### config.mk
export PLATFORM = sky130hd
export DESIGN_NAME = next_calendar_day_flat
export DESIGN_NICKNAME = d
export VERILOG_FILES = /design/src/rtl/ndc_pkg.sv /design/src/rtl/ndc_if.sv /design/src/rtl/ndc_date_calc.sv /design/src/rtl/next_calendar_day.sv /design/src/flat_wrapper.sv
export SDC_FILE = /design/constraint.sdc
export NUM_CORES = 1
export LEC_CHECK = 0
export ABC_AREA = 1
export BUFFER_PORTS_ARGS = -buffer_cell sky130_fd_sc_hd__clkbuf_2
export CAP_MARGIN = 0
export CORE_MARGIN = 2
export CORE_UTILIZATION = 31
export DETAILED_ROUTE_END_ITERATION = 10
export PLACE_DENSITY = 0.56
export SYNTH_ARGS = -nofsm -noshare
export SYNTH_HDL_FRONTEND = slang
export SYNTH_SLANG_ARGS = --single-unit
export TNS_END_PERCENT = 30
### constraint.sdc
create_clock -name clk_i -period 16.99 [get_ports clk_i]
set_input_delay 4.2475 -clock clk_i [delete_from_list [all_inputs] [get_ports clk_i]]
set_output_delay 4.2475 -clock clk_i [all_outputs]
set_load 0.01 [all_outputs]
### src/rtl/ndc_pkg.sv
// ----------------------------------------------------------------------------
// ndc_pkg: shared types and calendar tables
// Field widths, date structs and month length / day-of-year lookups.
// ----------------------------------------------------------------------------
`default_nettype none

package ndc_pkg;

  localparam int unsigned YearW  = 14;
  localparam int unsigned MonthW = 4;
  localparam int unsigned DayW   = 5;
  localparam int unsigned DoyW   = 9;

  localparam logic [MonthW-1:0] MonthJan = 4'd1;
  localparam logic [MonthW-1:0] MonthFeb = 4'd2;
  localparam logic [MonthW-1:0] MonthDec = 4'd12;

  // floor(y / 100) == (y * Div100Mult) >> Div100Shift for every 14-bit y
  localparam int unsigned Div100Mult  = 5243;
  localparam int unsigned Div100Shift = 19;
  localparam int unsigned Div100MultW = 13;
  localparam int unsigned Div100ProdW = YearW + Div100MultW;
  localparam int unsigned CenturyW    = Div100ProdW - Div100Shift;

  typedef struct packed {
    logic [YearW-1:0]  cur_year;
    logic              year_known;
    logic [MonthW-1:0] cur_month;
    logic [DayW-1:0]   cur_day;
  } date_in_t;

  typedef struct packed {
    logic [YearW-1:0]  next_year;
    logic [MonthW-1:0] next_month;
    logic [DayW-1:0]   next_day;
    logic [DoyW-1:0]   next_day_of_year;
    logic [DayW-1:0]   month_days;
    logic              leap_flag;
    logic              bad_date;
  } date_out_t;

  // length of a month, 0 for a month code outside 1..12
  function automatic logic [DayW-1:0] month_len(input logic [MonthW-1:0] month,
                                                input logic leap);
    logic [DayW-1:0] len;
    unique case (month)
      4'd1, 4'd3, 4'd5, 4'd7, 4'd8, 4'd10, 4'd12: len = 5'd31;
      4'd4, 4'd6, 4'd9, 4'd11:                    len = 5'd30;
      4'd2:                                       len = leap ? 5'd29 : 5'd28;
      default:                                    len = 5'd0;
    endcase
    return len;
  endfunction

  // days in the months before the given one, common year
  function automatic logic [DoyW-1:0] days_before(input logic [MonthW-1:0] month);
    logic [DoyW-1:0] d;
    unique case (month)
      4'd2:    d = 9'd31;
      4'd3:    d = 9'd59;
      4'd4:    d = 9'd90;
      4'd5:    d = 9'd120;
      4'd6:    d = 9'd151;
      4'd7:    d = 9'd181;
      4'd8:    d = 9'd212;
      4'd9:    d = 9'd243;
      4'd10:   d = 9'd273;
      4'd11:   d = 9'd304;
      4'd12:   d = 9'd334;
      default: d = 9'd0;
    endcase
    return d;
  endfunction

endpackage

`default_nettype wire

### src/rtl/ndc_if.sv
// ----------------------------------------------------------------------------
// ndc_if: date channels
// Valid/ready channels for the input date and the next-day result.
// ----------------------------------------------------------------------------
`default_nettype none

interface ndc_in_if;
  import ndc_pkg::*;
  logic              valid;
  logic              ready;
  logic [YearW-1:0]  cur_year;
  logic              year_known;
  logic [MonthW-1:0] cur_month;
  logic [DayW-1:0]   cur_day;

  modport source (output valid, output cur_year, output year_known, output cur_month,
                  output cur_day, input ready);
  modport sink   (input valid, input cur_year, input year_known, input cur_month,
                  input cur_day, output ready);
endinterface

interface ndc_out_if;
  import ndc_pkg::*;
  logic              valid;
  logic              ready;
  logic [YearW-1:0]  next_year;
  logic [MonthW-1:0] next_month;
  logic [DayW-1:0]   next_day;
  logic [DoyW-1:0]   next_day_of_year;
  logic [DayW-1:0]   month_days;
  logic              leap_flag;
  logic              bad_date;

  modport source (output valid, output next_year, output next_month, output next_day,
                  output next_day_of_year, output month_days, output leap_flag,
                  output bad_date, input ready);
  modport sink   (input valid, input next_year, input next_month, input next_day,
                  input next_day_of_year, input month_days, input leap_flag,
                  input bad_date, output ready);
endinterface

`default_nettype wire

### src/rtl/ndc_date_calc.sv
// ----------------------------------------------------------------------------
// ndc_date_calc: next-day arithmetic
// Leap rule, month length, rollover and day-of-year for one date.
// ----------------------------------------------------------------------------
`default_nettype none

module ndc_date_calc
  import ndc_pkg::*;
(
  input  date_in_t  date_i,
  output date_out_t result_o
);

  logic [Div100ProdW-1:0] prod;
  logic [CenturyW-1:0]    cent;
  logic [YearW-1:0]       cent_x100;
  logic                   is_century;
  logic                   leap;
  logic [DayW-1:0]        mlen;
  logic                   bad;
  logic                   month_end;
  logic                   year_end;
  logic [MonthW-1:0]      nm;
  logic [DayW-1:0]        nd;
  logic [YearW-1:0]       ny;
  logic [DoyW-1:0]        doy;

  // year / 100 by reciprocal; century when the quotient times 100 gives it back
  assign prod       = Div100ProdW'(date_i.cur_year) * Div100ProdW'(Div100Mult);
  assign cent       = prod[Div100ProdW-1:Div100Shift];
  assign cent_x100  = YearW'({cent, 6'b0}) + YearW'({cent, 5'b0}) + YearW'({cent, 2'b0});
  assign is_century = (cent_x100 == date_i.cur_year);

  assign leap = date_i.year_known &
                (is_century ? (cent[1:0] == 2'b00) : (date_i.cur_year[1:0] == 2'b00));

  assign mlen = month_len(date_i.cur_month, leap);
  assign bad  = (mlen == '0) || (date_i.cur_day == '0) || (date_i.cur_day > mlen);

  assign month_end = (date_i.cur_day == mlen);
  assign year_end  = month_end && (date_i.cur_month == MonthDec);

  always_comb begin
    nd = month_end ? DayW'(1) : date_i.cur_day + DayW'(1);
    priority if (year_end) begin
      nm = MonthJan;
    end else if (month_end) begin
      nm = date_i.cur_month + MonthW'(1);
    end else begin
      nm = date_i.cur_month;
    end
    ny  = (year_end && date_i.year_known) ? date_i.cur_year + YearW'(1) : date_i.cur_year;
    doy = days_before(nm) + DoyW'(leap && (nm > MonthFeb)) + DoyW'(nd);
  end

  always_comb begin
    result_o.month_days = mlen;
    result_o.leap_flag  = leap;
    result_o.bad_date   = bad;
    if (bad) begin
      result_o.next_year        = '0;
      result_o.next_month       = '0;
      result_o.next_day         = '0;
      result_o.next_day_of_year = '0;
    end else begin
      result_o.next_year        = ny;
      result_o.next_month       = nm;
      result_o.next_day         = nd;
      result_o.next_day_of_year = doy;
    end
  end

endmodule

`default_nettype wire

### src/rtl/next_calendar_day.sv
// ----------------------------------------------------------------------------
// next_calendar_day: Gregorian next-day unit
// Input register, date arithmetic, result register; one date per cycle unless the result stalls.
// ----------------------------------------------------------------------------
//
//  channel   dir   handshake      payload
//  req_i     in    valid/ready    cur_year, year_known, cur_month, cur_day
//  rsp_o     out   valid/ready    next_year .. bad_date
//
// The input date is registered, passes the calc stage and is registered again
// before it can transfer out; throughput is one date per cycle while the result
// side accepts, set by the single calc stage between the input and result
// registers. Reset empties both stages. A stalled result holds its register;
// the input stage keeps accepting while it is empty or can move on.
//
`default_nettype none

module next_calendar_day
  import ndc_pkg::*;
(
  input  wire    clk_i,
  input  wire    rst_ni,
  ndc_in_if.sink   req_i,
  ndc_out_if.source rsp_o
);

  logic      in_valid_q;
  date_in_t  in_q;
  date_in_t  in_d;
  logic      out_valid_q;
  date_out_t out_q;
  date_out_t calc;
  logic      out_load;
  logic      in_load;

  assign out_load = !out_valid_q || rsp_o.ready;
  assign in_load  = !in_valid_q || out_load;

  assign req_i.ready = in_load;

  assign in_d.cur_year   = req_i.cur_year;
  assign in_d.year_known = req_i.year_known;
  assign in_d.cur_month  = req_i.cur_month;
  assign in_d.cur_day    = req_i.cur_day;

  always_ff @(posedge clk_i or negedge rst_ni) begin
    if (!rst_ni) begin
      in_valid_q  <= 1'b0;
      out_valid_q <= 1'b0;
    end else begin
      if (in_load) begin
        in_valid_q <= req_i.valid;
      end
      if (out_load) begin
        out_valid_q <= in_valid_q;
      end
    end
  end

  always_ff @(posedge clk_i) begin
    if (in_load && req_i.valid) begin
      in_q <= in_d;
    end
    if (out_load && in_valid_q) begin
      out_q <= calc;
    end
  end

  ndc_date_calc u_calc (
    .date_i   (in_q),
    .result_o (calc)
  );

  assign rsp_o.valid            = out_valid_q;
  assign rsp_o.next_year        = out_q.next_year;
  assign rsp_o.next_month       = out_q.next_month;
  assign rsp_o.next_day         = out_q.next_day;
  assign rsp_o.next_day_of_year = out_q.next_day_of_year;
  assign rsp_o.month_days       = out_q.month_days;
  assign rsp_o.leap_flag        = out_q.leap_flag;
  assign rsp_o.bad_date         = out_q.bad_date;

  // a bad date never carries a date
  a_bad_zero: assert property (@(posedge clk_i) disable iff (!rst_ni)
    out_valid_q && out_q.bad_date |->
      out_q.next_year == '0 && out_q.next_month == '0 &&
      out_q.next_day == '0 && out_q.next_day_of_year == '0)
    else $error("bad date result carries a date");

  // a good date lands in a real month with a sane ordinal
  a_good_range: assert property (@(posedge clk_i) disable iff (!rst_ni)
    out_valid_q && !out_q.bad_date |->
      out_q.next_month >= MonthJan && out_q.next_month <= MonthDec &&
      out_q.next_day != '0 && out_q.next_day_of_year != '0 &&
      out_q.next_day_of_year <= DoyW'(366))
    else $error("good date result out of range");

  // an item in the input stage moves on whenever the result stage can take it
  a_advance: assert property (@(posedge clk_i) disable iff (!rst_ni)
    in_valid_q && out_load |=> out_valid_q)
    else $error("input stage item lost");

endmodule

`default_nettype wire

### src/flat_wrapper.sv
// flat-port wrapper written by rule: the top's interface ports become plain ports
module next_calendar_day_flat import ndc_pkg::*;
  (clk_i, rst_ni, req_i_valid, req_i_cur_year, req_i_year_known, req_i_cur_month, req_i_cur_day, req_i_ready, rsp_o_valid, rsp_o_next_year, rsp_o_next_month, rsp_o_next_day, rsp_o_next_day_of_year, rsp_o_month_days, rsp_o_leap_flag, rsp_o_bad_date, rsp_o_ready);
  ndc_in_if req_i_i ();
  ndc_out_if rsp_o_i ();
  input  wire clk_i;
  input  wire rst_ni;
  input wire logic [$bits(req_i_i.valid)-1:0] req_i_valid;
  input wire logic [$bits(req_i_i.cur_year)-1:0] req_i_cur_year;
  input wire logic [$bits(req_i_i.year_known)-1:0] req_i_year_known;
  input wire logic [$bits(req_i_i.cur_month)-1:0] req_i_cur_month;
  input wire logic [$bits(req_i_i.cur_day)-1:0] req_i_cur_day;
  output wire logic [$bits(req_i_i.ready)-1:0] req_i_ready;
  output wire logic [$bits(rsp_o_i.valid)-1:0] rsp_o_valid;
  output wire logic [$bits(rsp_o_i.next_year)-1:0] rsp_o_next_year;
  output wire logic [$bits(rsp_o_i.next_month)-1:0] rsp_o_next_month;
  output wire logic [$bits(rsp_o_i.next_day)-1:0] rsp_o_next_day;
  output wire logic [$bits(rsp_o_i.next_day_of_year)-1:0] rsp_o_next_day_of_year;
  output wire logic [$bits(rsp_o_i.month_days)-1:0] rsp_o_month_days;
  output wire logic [$bits(rsp_o_i.leap_flag)-1:0] rsp_o_leap_flag;
  output wire logic [$bits(rsp_o_i.bad_date)-1:0] rsp_o_bad_date;
  input wire logic [$bits(rsp_o_i.ready)-1:0] rsp_o_ready;
  assign req_i_i.valid = req_i_valid;
  assign req_i_i.cur_year = req_i_cur_year;
  assign req_i_i.year_known = req_i_year_known;
  assign req_i_i.cur_month = req_i_cur_month;
  assign req_i_i.cur_day = req_i_cur_day;
  assign req_i_ready = req_i_i.ready;
  assign rsp_o_valid = rsp_o_i.valid;
  assign rsp_o_next_year = rsp_o_i.next_year;
  assign rsp_o_next_month = rsp_o_i.next_month;
  assign rsp_o_next_day = rsp_o_i.next_day;
  assign rsp_o_next_day_of_year = rsp_o_i.next_day_of_year;
  assign rsp_o_month_days = rsp_o_i.month_days;
  assign rsp_o_leap_flag = rsp_o_i.leap_flag;
  assign rsp_o_bad_date = rsp_o_i.bad_date;
  assign rsp_o_i.ready = rsp_o_ready;
  next_calendar_day u_core (.clk_i(clk_i), .rst_ni(rst_ni), .req_i(req_i_i), .rsp_o(rsp_o_i));
endmodule
* After elaboration in Yosys (flattened, before gate mapping) *
Memories as Yosys holds them, arrays and structs flattened.
Cells that the tools add are included.

word-level totals
  flip-flop bits (word level) = 65
  latch bits = 0
  bits in writable memories = 0
  memory bits (read-only) = 144
  bits of input ports = 28
  output and inout port bits = 41
  memories kept = 1

memory list
  name             depth  width  read ports  clocked after memory_dff  wr ports  line           text
  (no name shown)  16     9      1           0                         0         ndc_pkg.sv:58  unique case (month)

operators by class
  $add $sub $neg = 7
  multiply operators = 1
  div/mod/pow operators = 0
  magnitude comparators = 2
  equality and inequality tests = 14
  shift-type cells = 0
  muxes and demuxes = 7
  bitwise operators = 1
  reductions and logical operators = 17

operators with widths
  cell                                                 count
  multiplier 14 x 13 -> 27 bit, second input constant  1
  == test 4 bit, second input constant                 5
  == test 4 x 3 -> 1 bit, second input constant        4
  case mux 5 bit (3 select lines)                      1
  adder 14 x 1 -> 14 bit, second input constant        1
  adder 14 x 10 -> 14 bit                              1
  adder 14 x 13 -> 14 bit                              1
  == test 14 bit                                       1
  two-way mux 14 bit                                   1
  logical NOT 5 bit                                    2
  adder 9 x 1 -> 9 bit                                 1
  adder 9 x 5 -> 9 bit                                 1
  == test 4 x 2 -> 1 bit, second input constant        2
  two-way mux 4 bit                                    2
  OR reduction 7 bit                                   1
  adder 5 x 1 -> 5 bit, second input constant          1
  == test 5 bit                                        1
  > comparator 5 bit                                   1
  logical AND 1 bit                                    5
  two-way mux 5 bit                                    1
  adder 4 x 1 -> 4 bit, second input constant          1
  == test 4 x 1 -> 1 bit, second input constant        1
  > comparator 4 x 2 -> 1 bit, second input constant   1
  logical NOT 2 bit                                    2
  other kinds (5)                                      10

* Depth between registers and ports, before layout *
  word-level depth = 15
  mapped depth = 64
  mapped depth without buffers = 64

* Cells and area by module *
A second synthesis with hierarchy kept.

second synthesis, totals
  cells, all modules = 860
  area, all modules = 7831.3 µm²

by module, submodules not included
  module             instances  cells each  area an instance (µm²)  sequential area each (µm²)
  ndc_date_calc      1          785         5844.4                  0.0
  next_calendar_day  1          75          1986.9                  1941.9

* Worst setup path after synthesis *
Ideal clock, no wire load.

  kind = register to register
  start point = reg u_core.in_q[21] (netlist name)
  end point = reg u_core.out_q (netlist bit u_core.rsp_o.next_day_of_year[6]), data pin
  setup time = 263 ps
  arrival time = 8921 ps
  required time = 16727 ps
  setup slack = 7806 ps
  stages on the path, launching flop included = 53
  period minus slack after synthesis = 9184 ps
  cell sequence = edfxtp_1 > fa_1 > ha_1 > inv_1 > fa_1 > inv_1 > fa_1 > inv_1 > fa_1 > inv_1 > ha_1 > nand2_1 > inv_1 > nand3_1 > nor2_1 > nand3_1 > nand2_1 > nand3_1 > [17 not listed] > nand2_1 > ha_1 > nand2_4 > nor3_1 > nor3_4 > inv_1 > o21ai_0 > o2111ai_1 > fa_1 > inv_1 > fa_1 > nand2_1 > o21ai_0 > nand2_1 > nand2_1 > nand2_2 > o21ai_0 > a21oi_1

RTL lines
  element                 line                     text
  from (decl)             next_calendar_day.sv:28  date_in_t in_q;
  from (signal assigned)  next_calendar_day.sv:62  in_q <= in_d;
  to (signal assigned)    next_calendar_day.sv:65  out_q <= calc;
  to (decl)               next_calendar_day.sv:31  date_out_t out_q;

==> summary.md <==
| Metric | Value |
|---|---|
| Antenna diode count | 0 |
| Synthesized Nets | between 1000 and 1500 |
| DP Worst Slack | 6.69 ns |
| Total setup violations reported at the end of the flow | 0 |
| Final worst setup slack | 6.71 ns |
| Overall via count from detail_route | 5556 |
| Worst path most repeated cell | sky130_fd_sc_hd__inv_1 |
| Class of the worst hold path | register to register |
| Cell taking the most area after synthesis | sky130_fd_sc_hd__edfxtp_1 |
| Row Count | between 50 and 60 |
| Number of global-route vias before repair | between 5000 and 6000 |
| Sequential element share of the synthesized area | 24.6% |
| Number of buffers created by CTS | 9 |
| Starting density of the core | 31.5% |
| Final-report hold violation count | 0 |
| Total track usage | 13.7% |
| Share of the synthesized area in the top cell type | 23.9% |
| Wire length of the first global-routing pass | 27800 um |
| CTS root buf | sky130_fd_sc_hd__clkbuf_16 |
| Post_cts resized | 0 |
| Least-Margin Pin Slew | 1.05 ns |
| Clock insertion delay at the later pin of the skew report | between 0.3 and 0.4 ns |
| Area of the die | ~0.026 sq mm |
| Fill cells | 2521 |
| Max-slew violation total from the final report | 0 |
| Number of buffers added for setup after CTS | 0 |
| Detailed Routing Iterations Pass 1 | 5 |
| Final estimated routing congestion in global placement | approximately 0.85 |
| Number of buffers and inverters on the critical path | 10 |
| Clock period minus final worst setup slack | 10.28 ns |
| TritonCTS clock tree | built |
| HPWL after detailed placement | roughly 15000 um |
| Fraction of final layout cells with drive strength greater than 1 | 13.3% |
| Outcome | finished, final reports clean |
| Mean post-synth cell area | 9.14 sq um |
| Required time reported for the critical path endpoint | 17.06 ns |
| Clock sink total | 63 |
| Cts hold-fix bufs | 0 |
| TNS Setup | 0 ns |
| Grt total ovfl | 0 |
| Slowest cell on crit path | sky130_fd_sc_hd__edfxtp_1 |
| Die extent in y | 161 um |
| Routed Wire Length | 17200 um |
| Count of unresolved DRC violations after routing | 0 |
| NumNets Final | 1146 |
| Number of I/O pins | 69 |
| Count of unique library cells instantiated by Yosys | between 40 and 50 |
| Layout-stage area growth over the synthesis result | 13.1% |
| Slew headroom | 29.8% |
| Horizontal die dimension | 161 um |
| Clock Path Buffers | 2 |
| Type of destination of the critical path | register |
| Number of warnings reported in the yosys synthesis log | 0 |
| Part of the cycle the worst path needs | 60.5% |
| Number of antenna violations at the first check in global routing | 0 |
| Count of H-tree levels built during CTS | 3 |
| Crit-path max cell delay | 0.78 ns |
| Final clock skew | between 0.01 and 0.015 ns |
| Total of flip-flops plus latches after synthesis | between 60 and 70 |
| Unrepaired setup endpoints after global routing | false |
| Port Buf Inserts | 68 |
| Critical Path Start Type | register |
| Most used cells in the layout excluding fill and tap cells | sky130_fd_sc_hd__inv_1, sky130_fd_sc_hd__ha_1, sky130_fd_sc_hd__nand2_1 |
| Max Fanout on Critical Path | 11 |
| Pin count of the biggest net entering global routing | 38 |
| Gate count of the mapped netlist | 837 |
| Largest delay share family, worst path | adder cells |
| Path type of the worst setup path | register to register |
| Max Clk Rate | between 90 and 100 MHz |
| Data arrival at the endpoint of the critical path | 10.35 ns |
| Top cells by area, synth | sky130_fd_sc_hd__edfxtp_1, sky130_fd_sc_hd__ha_1, sky130_fd_sc_hd__fa_1, sky130_fd_sc_hd__inv_1, sky130_fd_sc_hd__nand2_1 |
| Core footprint | about 0.024 sq mm |
| Most common library cell in the layout ignoring fill and taps | sky130_fd_sc_hd__inv_1 |
| Reg clk slew, reported paths | 0.06 ns |
| Max-capacitance violation count | 0 |
| Via density per instance | 4.48 |
| Residual antenna-violating net count after detailed routing | 0 |
| 1st-iter DRT viols | 237 |
| Wirelength per Cell | between 10 and 15 um |
| Post-synthesis instance area | 0.00765 sq mm |
-- through the flow --
step	cell area, sq um	util (%)	hold slack (ns)	instances
floorplan	7650	-	0.447	837
global placement	8370	34.5	0.497	1224
detailed placement	8370	34.5	0.505	1224
CTS	8650	35.7	0.523	1240
global route	8650	35.7	0.549	1240
finish	8650	35.7	0.514	1240
-- synth_stat cells, drive strengths merged --
cell / n
clkbuf: 1
o22ai: 1
edfxtp: 61
o21a: 2
o21bai: 6
fa: 70
or2: 1
a41oi: 1
nand4: 7
a21boi: 1
nor3: 18
nor3b: 1
nand3: 34
dfrtp: 2
nor2: 61
xnor2: 6
o2111ai: 2
o211ai: 1
buf: 5
ha: 137
inv: 203
a21oi: 44
xor2: 11
nand3b: 2
a211oi: 1
nor4: 1
o21ai: 21
o211a: 1
nand2: 133
a31oi: 2
-- worst register-to-register path, delay by kind of cell, from the launching register on --
kind            cells  cell delay [ns]
compound gates      8             1.15
fa+ha+maj          12             4.78
xor+xnor            1             0.25
flops               1             0.78
buf+inv            10             0.78
simple gates       22             2.24
-- area by class of cell --
type,instances,area (sq um),share of cell area [%]
multi-input cells,565,4970,57.4
inverters,203,767,8.86
repair buffers,69,348,4.02
flip-flops and latches,63,1880,21.7
clock inverters,7,55.1,0.636
clock buffers,9,225,2.60
well taps,324,405,4.68
-- state kept, by name, indices dropped and copies added (netlist names), 3 cells and up --
register and flops:
u_core.rsp_o.next_year 14, u_core.in_q 24, u_core.rsp_o.next_month 4, u_core.rsp_o.month_days 3
u_core.rsp_o.next_day 5, u_core.rsp_o.next_day_of_year 9
-- logic make-up after synthesis --
family / after synthesis / share of synthesized area [%]
buffers and inverters: 209 / 10.6
DFF: 63 / 24.6
and+or+nand+nor: 258 / 15.8
adders and majority gates: 207 / 40.7
AOI/OAI and AO/OA: 83 / 6.35
xor gates and xnor gates: 17 / 1.95
-- layer usage --
metal,track usage (%),part of all wire [%]
met1,20.0,50
met2,21.8,46
met3,2.13,3.9
met4,2.27,0.64
met5,0,0
-- worst paths after layout --
check / from / to / slack (ns) / cells past startpoint
max reg2reg: u_core.in_q[21] / u_core.rsp_o.next_day_of_year[6] / 6.71 / 53
min in group asynchronous: rst_ni / u_core.rsp_o.valid / 3.69 / 1
max in group asynchronous: rst_ni / u_core.in_valid_q / 13.20 / 1
min: u_core.in_valid_q / u_core.rsp_o.valid / 0.51 / 2
max: u_core.in_q[21] / u_core.rsp_o.next_day_of_year[6] / 6.71 / 53
min reg2reg: u_core.in_valid_q / u_core.rsp_o.valid / 0.51 / 2
Power is not shown: default switching activity piles up to over one toggle a cycle in this logic, so the estimate is an artifact.
